**src/rtl/bccs_pkg.sv**
```systemverilog
// Package for the beat colour cycle sequencer.
// Holds sizes, op and register codes, and the word and table entry types.
// No dependencies; every other file in rtl imports it.
package bccs_pkg;

    // Table sizing
    localparam int MAX_ENTRIES = 16;
    localparam int TBL_AW      = (MAX_ENTRIES > 1) ? $clog2(MAX_ENTRIES) : 1;
    localparam int CNT_W       = 5;
    localparam int LIVE_W      = ($clog2(MAX_ENTRIES + 1) > CNT_W) ?
                                 $clog2(MAX_ENTRIES + 1) : CNT_W;

    // Configuration port
    localparam int CFG_IDX_W  = 3;
    localparam int CFG_DATA_W = 24;

    localparam logic [CFG_IDX_W-1:0] REG_POWER_ON    = 3'd0;
    localparam logic [CFG_IDX_W-1:0] REG_BEAT_MODE   = 3'd1;
    localparam logic [CFG_IDX_W-1:0] REG_BASE_COLOUR = 3'd2;
    localparam logic [CFG_IDX_W-1:0] REG_BASE_DECAY  = 3'd3;
    localparam logic [CFG_IDX_W-1:0] REG_ENTRY_COUNT = 3'd4;

    // Input word op codes
    localparam logic [1:0] OP_AUDIO   = 2'd0;
    localparam logic [1:0] OP_REFRESH = 2'd1;
    localparam logic [1:0] OP_LOAD    = 2'd2;
    localparam logic [1:0] OP_RESTART = 2'd3;

    typedef struct packed {
        logic [1:0]  op;
        logic        beat;
        logic [31:0] now_ms;
        logic [3:0]  entry_index;
        logic [23:0] entry_colour;
        logic [31:0] entry_duration;
        logic        entry_by_beats;
        logic [15:0] entry_decay;
    } in_word_t;

    typedef struct packed {
        logic [7:0] red;
        logic [7:0] green;
        logic [7:0] blue;
        logic       lit;
    } out_word_t;

    typedef struct packed {
        logic [23:0] colour;
        logic [31:0] duration;
        logic        by_beats;
        logic [15:0] decay;
    } tbl_entry_t;

endpackage

```
**src/rtl/bccs_table.sv**
```systemverilog
// Cycle entry table of the sequencer: one write port, combinational reads.
// Reads at the current entry, at the entry to show, and the kind bit of the
// entry being entered. Depends on bccs_pkg.
module bccs_table
    import bccs_pkg::*;
(
    input  logic              aclk,
    input  logic              wr_en,
    input  logic [TBL_AW-1:0] wr_addr,
    input  tbl_entry_t        wr_entry,
    input  logic [TBL_AW-1:0] cur_addr,
    output tbl_entry_t        cur_entry,
    input  logic [TBL_AW-1:0] show_addr,
    output tbl_entry_t        show_entry,
    input  logic [TBL_AW-1:0] enter_addr,
    output logic              enter_by_beats
);

    tbl_entry_t entry_mem_reg [MAX_ENTRIES];

    // Write one slot per load word; contents are undefined until loaded
    always_ff @(posedge aclk) begin
        if (wr_en) begin
            entry_mem_reg[wr_addr] <= wr_entry;
        end
    end

    // Read ports
    assign cur_entry      = entry_mem_reg[cur_addr];
    assign show_entry     = entry_mem_reg[show_addr];
    assign enter_by_beats = entry_mem_reg[enter_addr].by_beats;

endmodule

```
**src/rtl/beat_colour_cycle_sequencer_unit.sv**
```systemverilog
// Top level of the beat colour cycle sequencer.
// Input register, single-pass step logic, result register. Uses bccs_pkg
// and bccs_table.
//
//   port group   direction  handshake          payload
//   s_*          in         s_valid/s_ready    s_data  (in_word_t)
//   m_*          out        m_valid/m_ready    m_data  (out_word_t)
//   cfg_*        in         cfg_wr_en only     cfg_index, cfg_wdata
//
// One word per cycle while s_ready is high: a word is held in the input
// register, then the step logic updates the sequencer state and loads the
// result register if the word emits (an audio beat or refresh word with power
// on and beat mode set); m_valid is driven from that result register.
// A full result register holds the step stage; s_ready drops only when both
// the input register and an untaken result are full.
// Reset (aresetn, synchronous) clears control state and configuration; data
// registers and table slots stay undefined until loaded.
module beat_colour_cycle_sequencer_unit
    import bccs_pkg::*;
(
    input  logic                  aclk,
    input  logic                  aresetn,
    input  logic                  s_valid,
    output logic                  s_ready,
    input  in_word_t              s_data,
    output logic                  m_valid,
    input  logic                  m_ready,
    output out_word_t             m_data,
    input  logic                  cfg_wr_en,
    input  logic [CFG_IDX_W-1:0]  cfg_index,
    input  logic [CFG_DATA_W-1:0] cfg_wdata
);

    // Configuration registers
    logic              power_on_reg;
    logic              beat_mode_reg;
    logic [23:0]       base_colour_reg;
    logic [15:0]       base_decay_reg;
    logic [CNT_W-1:0]  entry_count_reg;

    // Pipeline registers
    logic              in_vld_reg;
    in_word_t          in_word_reg;
    logic              m_vld_reg, m_vld_next;
    out_word_t         m_word_reg, m_word_next;

    // Sequencer state
    logic [TBL_AW-1:0] cur_entry_reg, cur_entry_next;
    logic [31:0]       progress_reg, progress_next;
    logic [31:0]       last_pulse_reg, last_pulse_next;

    // Step logic signals
    logic              fire;
    logic              is_audio, is_refresh, is_load, is_restart, audio_beat;
    logic [LIVE_W-1:0] live;
    logic [LIVE_W-1:0] cur_ext, nx_ext;
    logic              cur_ok;
    logic [TBL_AW-1:0] nx_idx;
    logic [31:0]       beats_plus;
    logic [31:0]       elapsed;
    logic              go;
    logic [TBL_AW-1:0] enter_addr;
    logic              enter_by_beats;
    logic [31:0]       enter_prog;
    logic [TBL_AW-1:0] show_addr;
    logic              show_ok;
    logic [23:0]       colour;
    logic [15:0]       decay;
    logic              lit;
    logic              emit;
    logic              load_ok;
    logic              tbl_we;
    tbl_entry_t        wr_entry;
    tbl_entry_t        cur_entry;
    tbl_entry_t        show_entry;

    // Step stage moves when the result register can take a word
    assign fire    = in_vld_reg && (!m_vld_reg || m_ready);
    assign s_ready = !in_vld_reg || !m_vld_reg || m_ready;
    assign m_valid = m_vld_reg;
    assign m_data  = m_word_reg;

    // Capture input word
    always_ff @(posedge aclk) begin
        if (!aresetn) begin
            in_vld_reg <= 1'b0;
        end else if (s_ready) begin
            in_vld_reg <= s_valid;
        end
    end

    always_ff @(posedge aclk) begin
        if (s_valid && s_ready) begin
            in_word_reg <= s_data;
        end
    end

    // Configuration writes; indexes past the list are dropped
    always_ff @(posedge aclk) begin
        if (!aresetn) begin
            power_on_reg    <= 1'b0;
            beat_mode_reg   <= 1'b0;
            base_colour_reg <= '0;
            base_decay_reg  <= '0;
            entry_count_reg <= '0;
        end else if (cfg_wr_en) begin
            case (cfg_index)
                REG_POWER_ON:    power_on_reg    <= cfg_wdata[0];
                REG_BEAT_MODE:   beat_mode_reg   <= cfg_wdata[0];
                REG_BASE_COLOUR: base_colour_reg <= cfg_wdata[23:0];
                REG_BASE_DECAY:  base_decay_reg  <= cfg_wdata[15:0];
                REG_ENTRY_COUNT: entry_count_reg <= cfg_wdata[CNT_W-1:0];
                default: ;
            endcase
        end
    end

    // Decode the op
    assign is_audio   = (in_word_reg.op == OP_AUDIO);
    assign is_refresh = (in_word_reg.op == OP_REFRESH);
    assign is_load    = (in_word_reg.op == OP_LOAD);
    assign is_restart = (in_word_reg.op == OP_RESTART);
    assign audio_beat = is_audio && in_word_reg.beat;

    // Clamp the entry count to the table depth
    assign live = (LIVE_W'(entry_count_reg) > LIVE_W'(MAX_ENTRIES)) ?
                  LIVE_W'(MAX_ENTRIES) : LIVE_W'(entry_count_reg);

    // Current entry range check and wrapped successor
    assign cur_ext = LIVE_W'(cur_entry_reg);
    assign cur_ok  = cur_ext < live;
    assign nx_ext  = cur_ext + LIVE_W'(1);
    assign nx_idx  = (nx_ext >= live) ? '0 : TBL_AW'(nx_ext);

    // Advance test: beat count past duration, or elapsed time past duration
    assign beats_plus = progress_reg + 32'd1;
    assign elapsed    = in_word_reg.now_ms - progress_reg;

    always_comb begin
        if (!cur_ok || !is_audio) begin
            go = 1'b0;
        end else if (cur_entry.by_beats) begin
            go = in_word_reg.beat && (beats_plus > cur_entry.duration);
        end else begin
            go = elapsed > cur_entry.duration;
        end
    end

    // Entering an entry seeds the progress with one beat or the current time
    assign enter_addr = is_restart ? '0 : nx_idx;
    assign enter_prog = enter_by_beats ? 32'd1 : in_word_reg.now_ms;

    // Table write from load words
    assign load_ok  = ({28'd0, in_word_reg.entry_index} < 32'(MAX_ENTRIES));
    assign tbl_we   = fire && is_load && load_ok;
    assign wr_entry = '{colour:   in_word_reg.entry_colour,
                        duration: in_word_reg.entry_duration,
                        by_beats: in_word_reg.entry_by_beats,
                        decay:    in_word_reg.entry_decay};

    bccs_table u_table (
        .aclk           (aclk),
        .wr_en          (tbl_we),
        .wr_addr        (TBL_AW'(in_word_reg.entry_index)),
        .wr_entry       (wr_entry),
        .cur_addr       (cur_entry_reg),
        .cur_entry      (cur_entry),
        .show_addr      (show_addr),
        .show_entry     (show_entry),
        .enter_addr     (enter_addr),
        .enter_by_beats (enter_by_beats)
    );

    // Next sequencer state
    always_comb begin
        cur_entry_next  = cur_entry_reg;
        progress_next   = progress_reg;
        last_pulse_next = last_pulse_reg;
        if (fire) begin
            case (in_word_reg.op)
                OP_AUDIO: begin
                    if (go) begin
                        cur_entry_next = nx_idx;
                        progress_next  = enter_prog;
                    end else if (cur_ok && cur_entry.by_beats && in_word_reg.beat) begin
                        progress_next = beats_plus;
                    end
                    if (in_word_reg.beat) begin
                        last_pulse_next = in_word_reg.now_ms;
                    end
                end
                OP_RESTART: begin
                    cur_entry_next = '0;
                    if (live != '0) begin
                        progress_next = enter_prog;
                    end
                end
                default: ;
            endcase
        end
    end

    always_ff @(posedge aclk) begin
        if (!aresetn) begin
            cur_entry_reg  <= '0;
            progress_reg   <= '0;
            last_pulse_reg <= '0;
        end else begin
            cur_entry_reg  <= cur_entry_next;
            progress_reg   <= progress_next;
            last_pulse_reg <= last_pulse_next;
        end
    end

    // Colour to show: the entry after any advance, or the base when the current entry is past the live count
    assign show_addr = go ? nx_idx : cur_entry_reg;
    assign show_ok   = go || cur_ok;
    assign colour    = show_ok ? show_entry.colour : base_colour_reg;
    assign decay     = show_ok ? show_entry.decay  : base_decay_reg;

    // A beat resets the pulse time, so it is always inside the window
    assign lit  = audio_beat ||
                  ((in_word_reg.now_ms - last_pulse_reg) <= {16'd0, decay});
    assign emit = fire && power_on_reg && beat_mode_reg && (audio_beat || is_refresh);

    // Result register: load on emit, drop when taken
    always_comb begin
        m_vld_next  = m_vld_reg;
        m_word_next = m_word_reg;
        if (emit) begin
            m_vld_next        = 1'b1;
            m_word_next.red   = lit ? colour[23:16] : 8'd0;
            m_word_next.green = lit ? colour[15:8]  : 8'd0;
            m_word_next.blue  = lit ? colour[7:0]   : 8'd0;
            m_word_next.lit   = lit;
        end else if (m_ready) begin
            m_vld_next = 1'b0;
        end
    end

    always_ff @(posedge aclk) begin
        if (!aresetn) begin
            m_vld_reg <= 1'b0;
        end else begin
            m_vld_reg <= m_vld_next;
        end
    end

    always_ff @(posedge aclk) begin
        m_word_reg <= m_word_next;
    end

endmodule
```
**config.mk**
```make
export PLATFORM = sky130hd
export DESIGN_NAME = beat_colour_cycle_sequencer_unit
export DESIGN_NICKNAME = d
export VERILOG_FILES = /design/src/rtl/bccs_pkg.sv /design/src/rtl/bccs_table.sv /design/src/rtl/beat_colour_cycle_sequencer_unit.sv
export SDC_FILE = /design/constraint.sdc
export NUM_CORES = 2
export LEC_CHECK = 0
export BUFFER_PORTS_ARGS = -buffer_cell sky130_fd_sc_hd__buf_2
export CAP_MARGIN = 20
export CORE_ASPECT_RATIO = 1.5
export CORE_MARGIN = 2
export CORE_UTILIZATION = 30
export CTS_CLUSTER_SIZE = 24
export DETAILED_ROUTE_END_ITERATION = 8
export HOLD_SLACK_MARGIN = 0.12
export PLACE_DENSITY_LB_ADDON = 0.08
export SLEW_MARGIN = 5
export SYNTH_ARGS = -nofsm -noshare
export SYNTH_HDL_FRONTEND = slang
export SYNTH_SLANG_ARGS = --single-unit
```
**constraint.sdc**
```tcl
create_clock -name aclk -period 11.65 [get_ports aclk]
set_input_delay 1.7475 -clock aclk [delete_from_list [all_inputs] [get_ports aclk]]
set_output_delay 1.7475 -clock aclk [all_outputs]
set_load 0.005 [all_outputs]
```
==> results.yml <==
sta:
  fin_setup_tns_ns: 0
  relSlewSlack_pct: 26.64
  worst_slew_pin_slew_ns: 1.100
  grt_setup_unrepaired: "false"
  whs_ns: 0.4527
  hold_violations: 0
  drv_slew: 0
  period_minus_slack_ns: 10.26
  finClkSkew_ns: 0.05418
  fmax_mhz: 97.42
  setup-violations-final: 0
  fin_crit_sh_pct: 88.11
routing:
  first_pass_iters: 5
  route.detailed.drc: 0
  first_iter_violations: 2600
  wl_per_cell_um: 27.82
  viasPerCell: 5.007
  postRouteAntennaNets: 0
  drt-total-wl_mm: 193.9
  via_count: 34897
global_route:
  grt_pass1_wl_mm: 273.8
  grt_max_degree: 103
  grt_pass1_vias: 36204
  grtUsageTotal_pct: 18.88
  antenna_found_initial: 18
  overflow: 0
synth:
  synth_compound_area_share_pct: 5.830
  syn-cell-area_um2: 59960
  synth_top_cell_by_area: "edfxtp_1"
  yosysSeqAreaShare_pct: 69.40
  synthTopCellsByArea: "edfxtp_1, mux4_2, nand2_1, dfxtp_1, ha_1"
  synthTopCellsByCount: "edfxtp_1, nand2_1, nand3_1, mux4_2, a21oi_1"
  async_flop_share_pct: 0
  yosysMostFrequentCell: "edfxtp_1"
  synthDistinctLibCells: 78
  synth_xor_area_share_pct: 1.154
  synthCells: 3988
  synthSimpleGateAreaFrac_pct: 8.691
  synth_mux_area_share_pct: 9.301
  yosys.area_share.adder_pct: 3.343
  ys_ff_latch: 1426
  synth_top_family_by_area: "multiplexers"
  synth.avg_cell_area_um2: 15.03
  synthFlopType: "edfxtp_1"
  synth_edf_count: 1305
  ys_warn_count: 0
  synth_nets: 4291
  netlist.area_leader.share_pct: 65.36
floorplanning:
  die_area_um2: 203500
  design.core.area_um2: 199200
  die_y_um: 551.5
  rows: 201
  start_util_pct: 30.10
  die_w_um: 369.0
  ios: 171
clock_tree:
  cts_hold_buffers: 0
  cts_resized: 0
  clkLatencyLatePin_ns: 0.81
  tritoncts: "built"
  clockBufferDepth: 4
  htreeDepth: 4
  cts_root_buf: "clkbuf_16"
  post_cts_buffers: 0
  clkTransAtPathRegs_ns: 0.06
  cts_buffers: 157
  clock-sinks: 1426
placed_design:
  io_buffers: 170
  gp_congestion: 0.8091
  post-dp-hpwl_mm: 113.4
final_layout:
  drive_above_1_share_pct: 17.38
  nFillCells: 19267
  area_delta_synth_final_pct: 15.16
  nets: 4508
  largest_reg_flops: 1168
power:
  p_per_area_nw_per_um2: 160.1
  ir_worst_vdd_v: 0.00009711
  p_leak_nw: 22.13
status:
  status: "finished, final reports clean"
worst_setup_path:
  cpPeakStageDelay_ns: 0.66
  setup.worst_path.end_class: "register"
  critical_path_peak_fanout: 34
  crit_type: "register to register"
  start_kind: "register"
  crit_arrival_ns: 10.78
  slowest_stage: "a31oi_1"
  worst_ep_required_time_ns: 12.17
worst_hold_path:
  hold_path_class: "register to register"
job:
  cap_violations: 0
metal layers:
| layer | vias up | track usage, % | wire (um) |
|---|---|---|---|
| met2 | 732 | 32.59 | 96290 |
| met1 | 18243 | 25.24 | 85930 |
| met3 | 231 | 2.123 | 7080 |
| met5 | - | 0 | 14 |
| li1 | 15689 | - | - |
| met4 | 2 | 4.851 | 4573 |
critical path: cells and delay by family (launching register included):
kind                       cells  cell delay [ns]
AOI/OAI and AO/OA             19             5.09
and+or+nand+nor               12             2.19
adders and majority gates      3             0.96
buffers and inverters          3             0.75
DFF                            1             0.52
muxes                          1             0.24
xor gates and xnor gates       1             0.14
worst paths after layout:
path	cells past startpoint	slack (ns)	startpoint	endpoint
setup / recovery	39	1.39	in_word_reg[78]	m_data[18]
hold / removal	2	0.45	last_pulse_reg[11]	last_pulse_reg[11]
setup reg to reg	39	1.39	in_word_reg[78]	m_data[18]
hold reg to reg	2	0.45	last_pulse_reg[11]	last_pulse_reg[11]
through the flow:
stage / instance area (um2) / power, mW / setup slack (ns) / std cells / util (%)
floorplan: 59960 / 6.172 / 3.200 / 3988 / -
global placement: 64310 / 6.452 / 1.298 / 6685 / 32.29
detailed placement: 64310 / 6.449 / 1.198 / 6685 / 32.29
CTS: 69020 / 11.23 / 1.100 / 6960 / 34.65
global route: 69030 / 11.44 / 0.4241 / 6961 / 34.66
finish: 69050 / 11.05 / 1.385 / 6969 / 34.67
layout make-up:
| cell class | instances | area, um2 | area share [%] |
|---|---|---|---|
| multi-input combinational | 2241 | 17220 | 24.94 |
| timing repair buffer | 256 | 1697 | 2.457 |
| clock inverter | 69 | 480.5 | 0.6959 |
| clock buffer | 206 | 4235 | 6.134 |
| sequential | 1426 | 41620 | 60.28 |
| antenna | 9 | 22.52 | 0.03262 |
| inverter | 123 | 464.2 | 0.6723 |
| tap | 2639 | 3302 | 4.782 |
cell usage in the layout (no fill, tap or decap), drive strengths merged, types with 11 or more instances in the layout:
cell type,count
nand2b,19
nand2,651
o21a,13
xor2,16
nor2b,19
mux2i,47
a311o,17
a21o,34
nand4,14
clkbuf,206
o21ai,49
nor2,140
and3,27
inv,129
a21oi,198
a311oi,11
mux4,211
a211oi,22
nand3b,30
buf,256
nand3,222
xnor2,63
o211ai,39
o2111ai,29
a22oi,42
edfxtp,1305
mux2,30
dfxtp,121
nor3,28
clkinv,56
ha,157
power by group:
| part | total [mW] | internal, mW | switching [mW] |
|---|---|---|---|
| sequential | 5.79 | 5.67 | 0.122 |
| clock | 4.72 | 2.67 | 2.06 |
| combinational | 0.541 | 0.194 | 0.347 |
| total | 11.1 | 8.53 | 2.53 |
cell families after synthesis:
group,Yosys count
AOI/OAI and AO/OA,525
xor gates and xnor gates,79
adders and majority gates,159
buffers and inverters,321
DFF,1426
muxes,288
and+or+nand+nor,1190
Note: power is estimated with default switching activity, not from simulation.
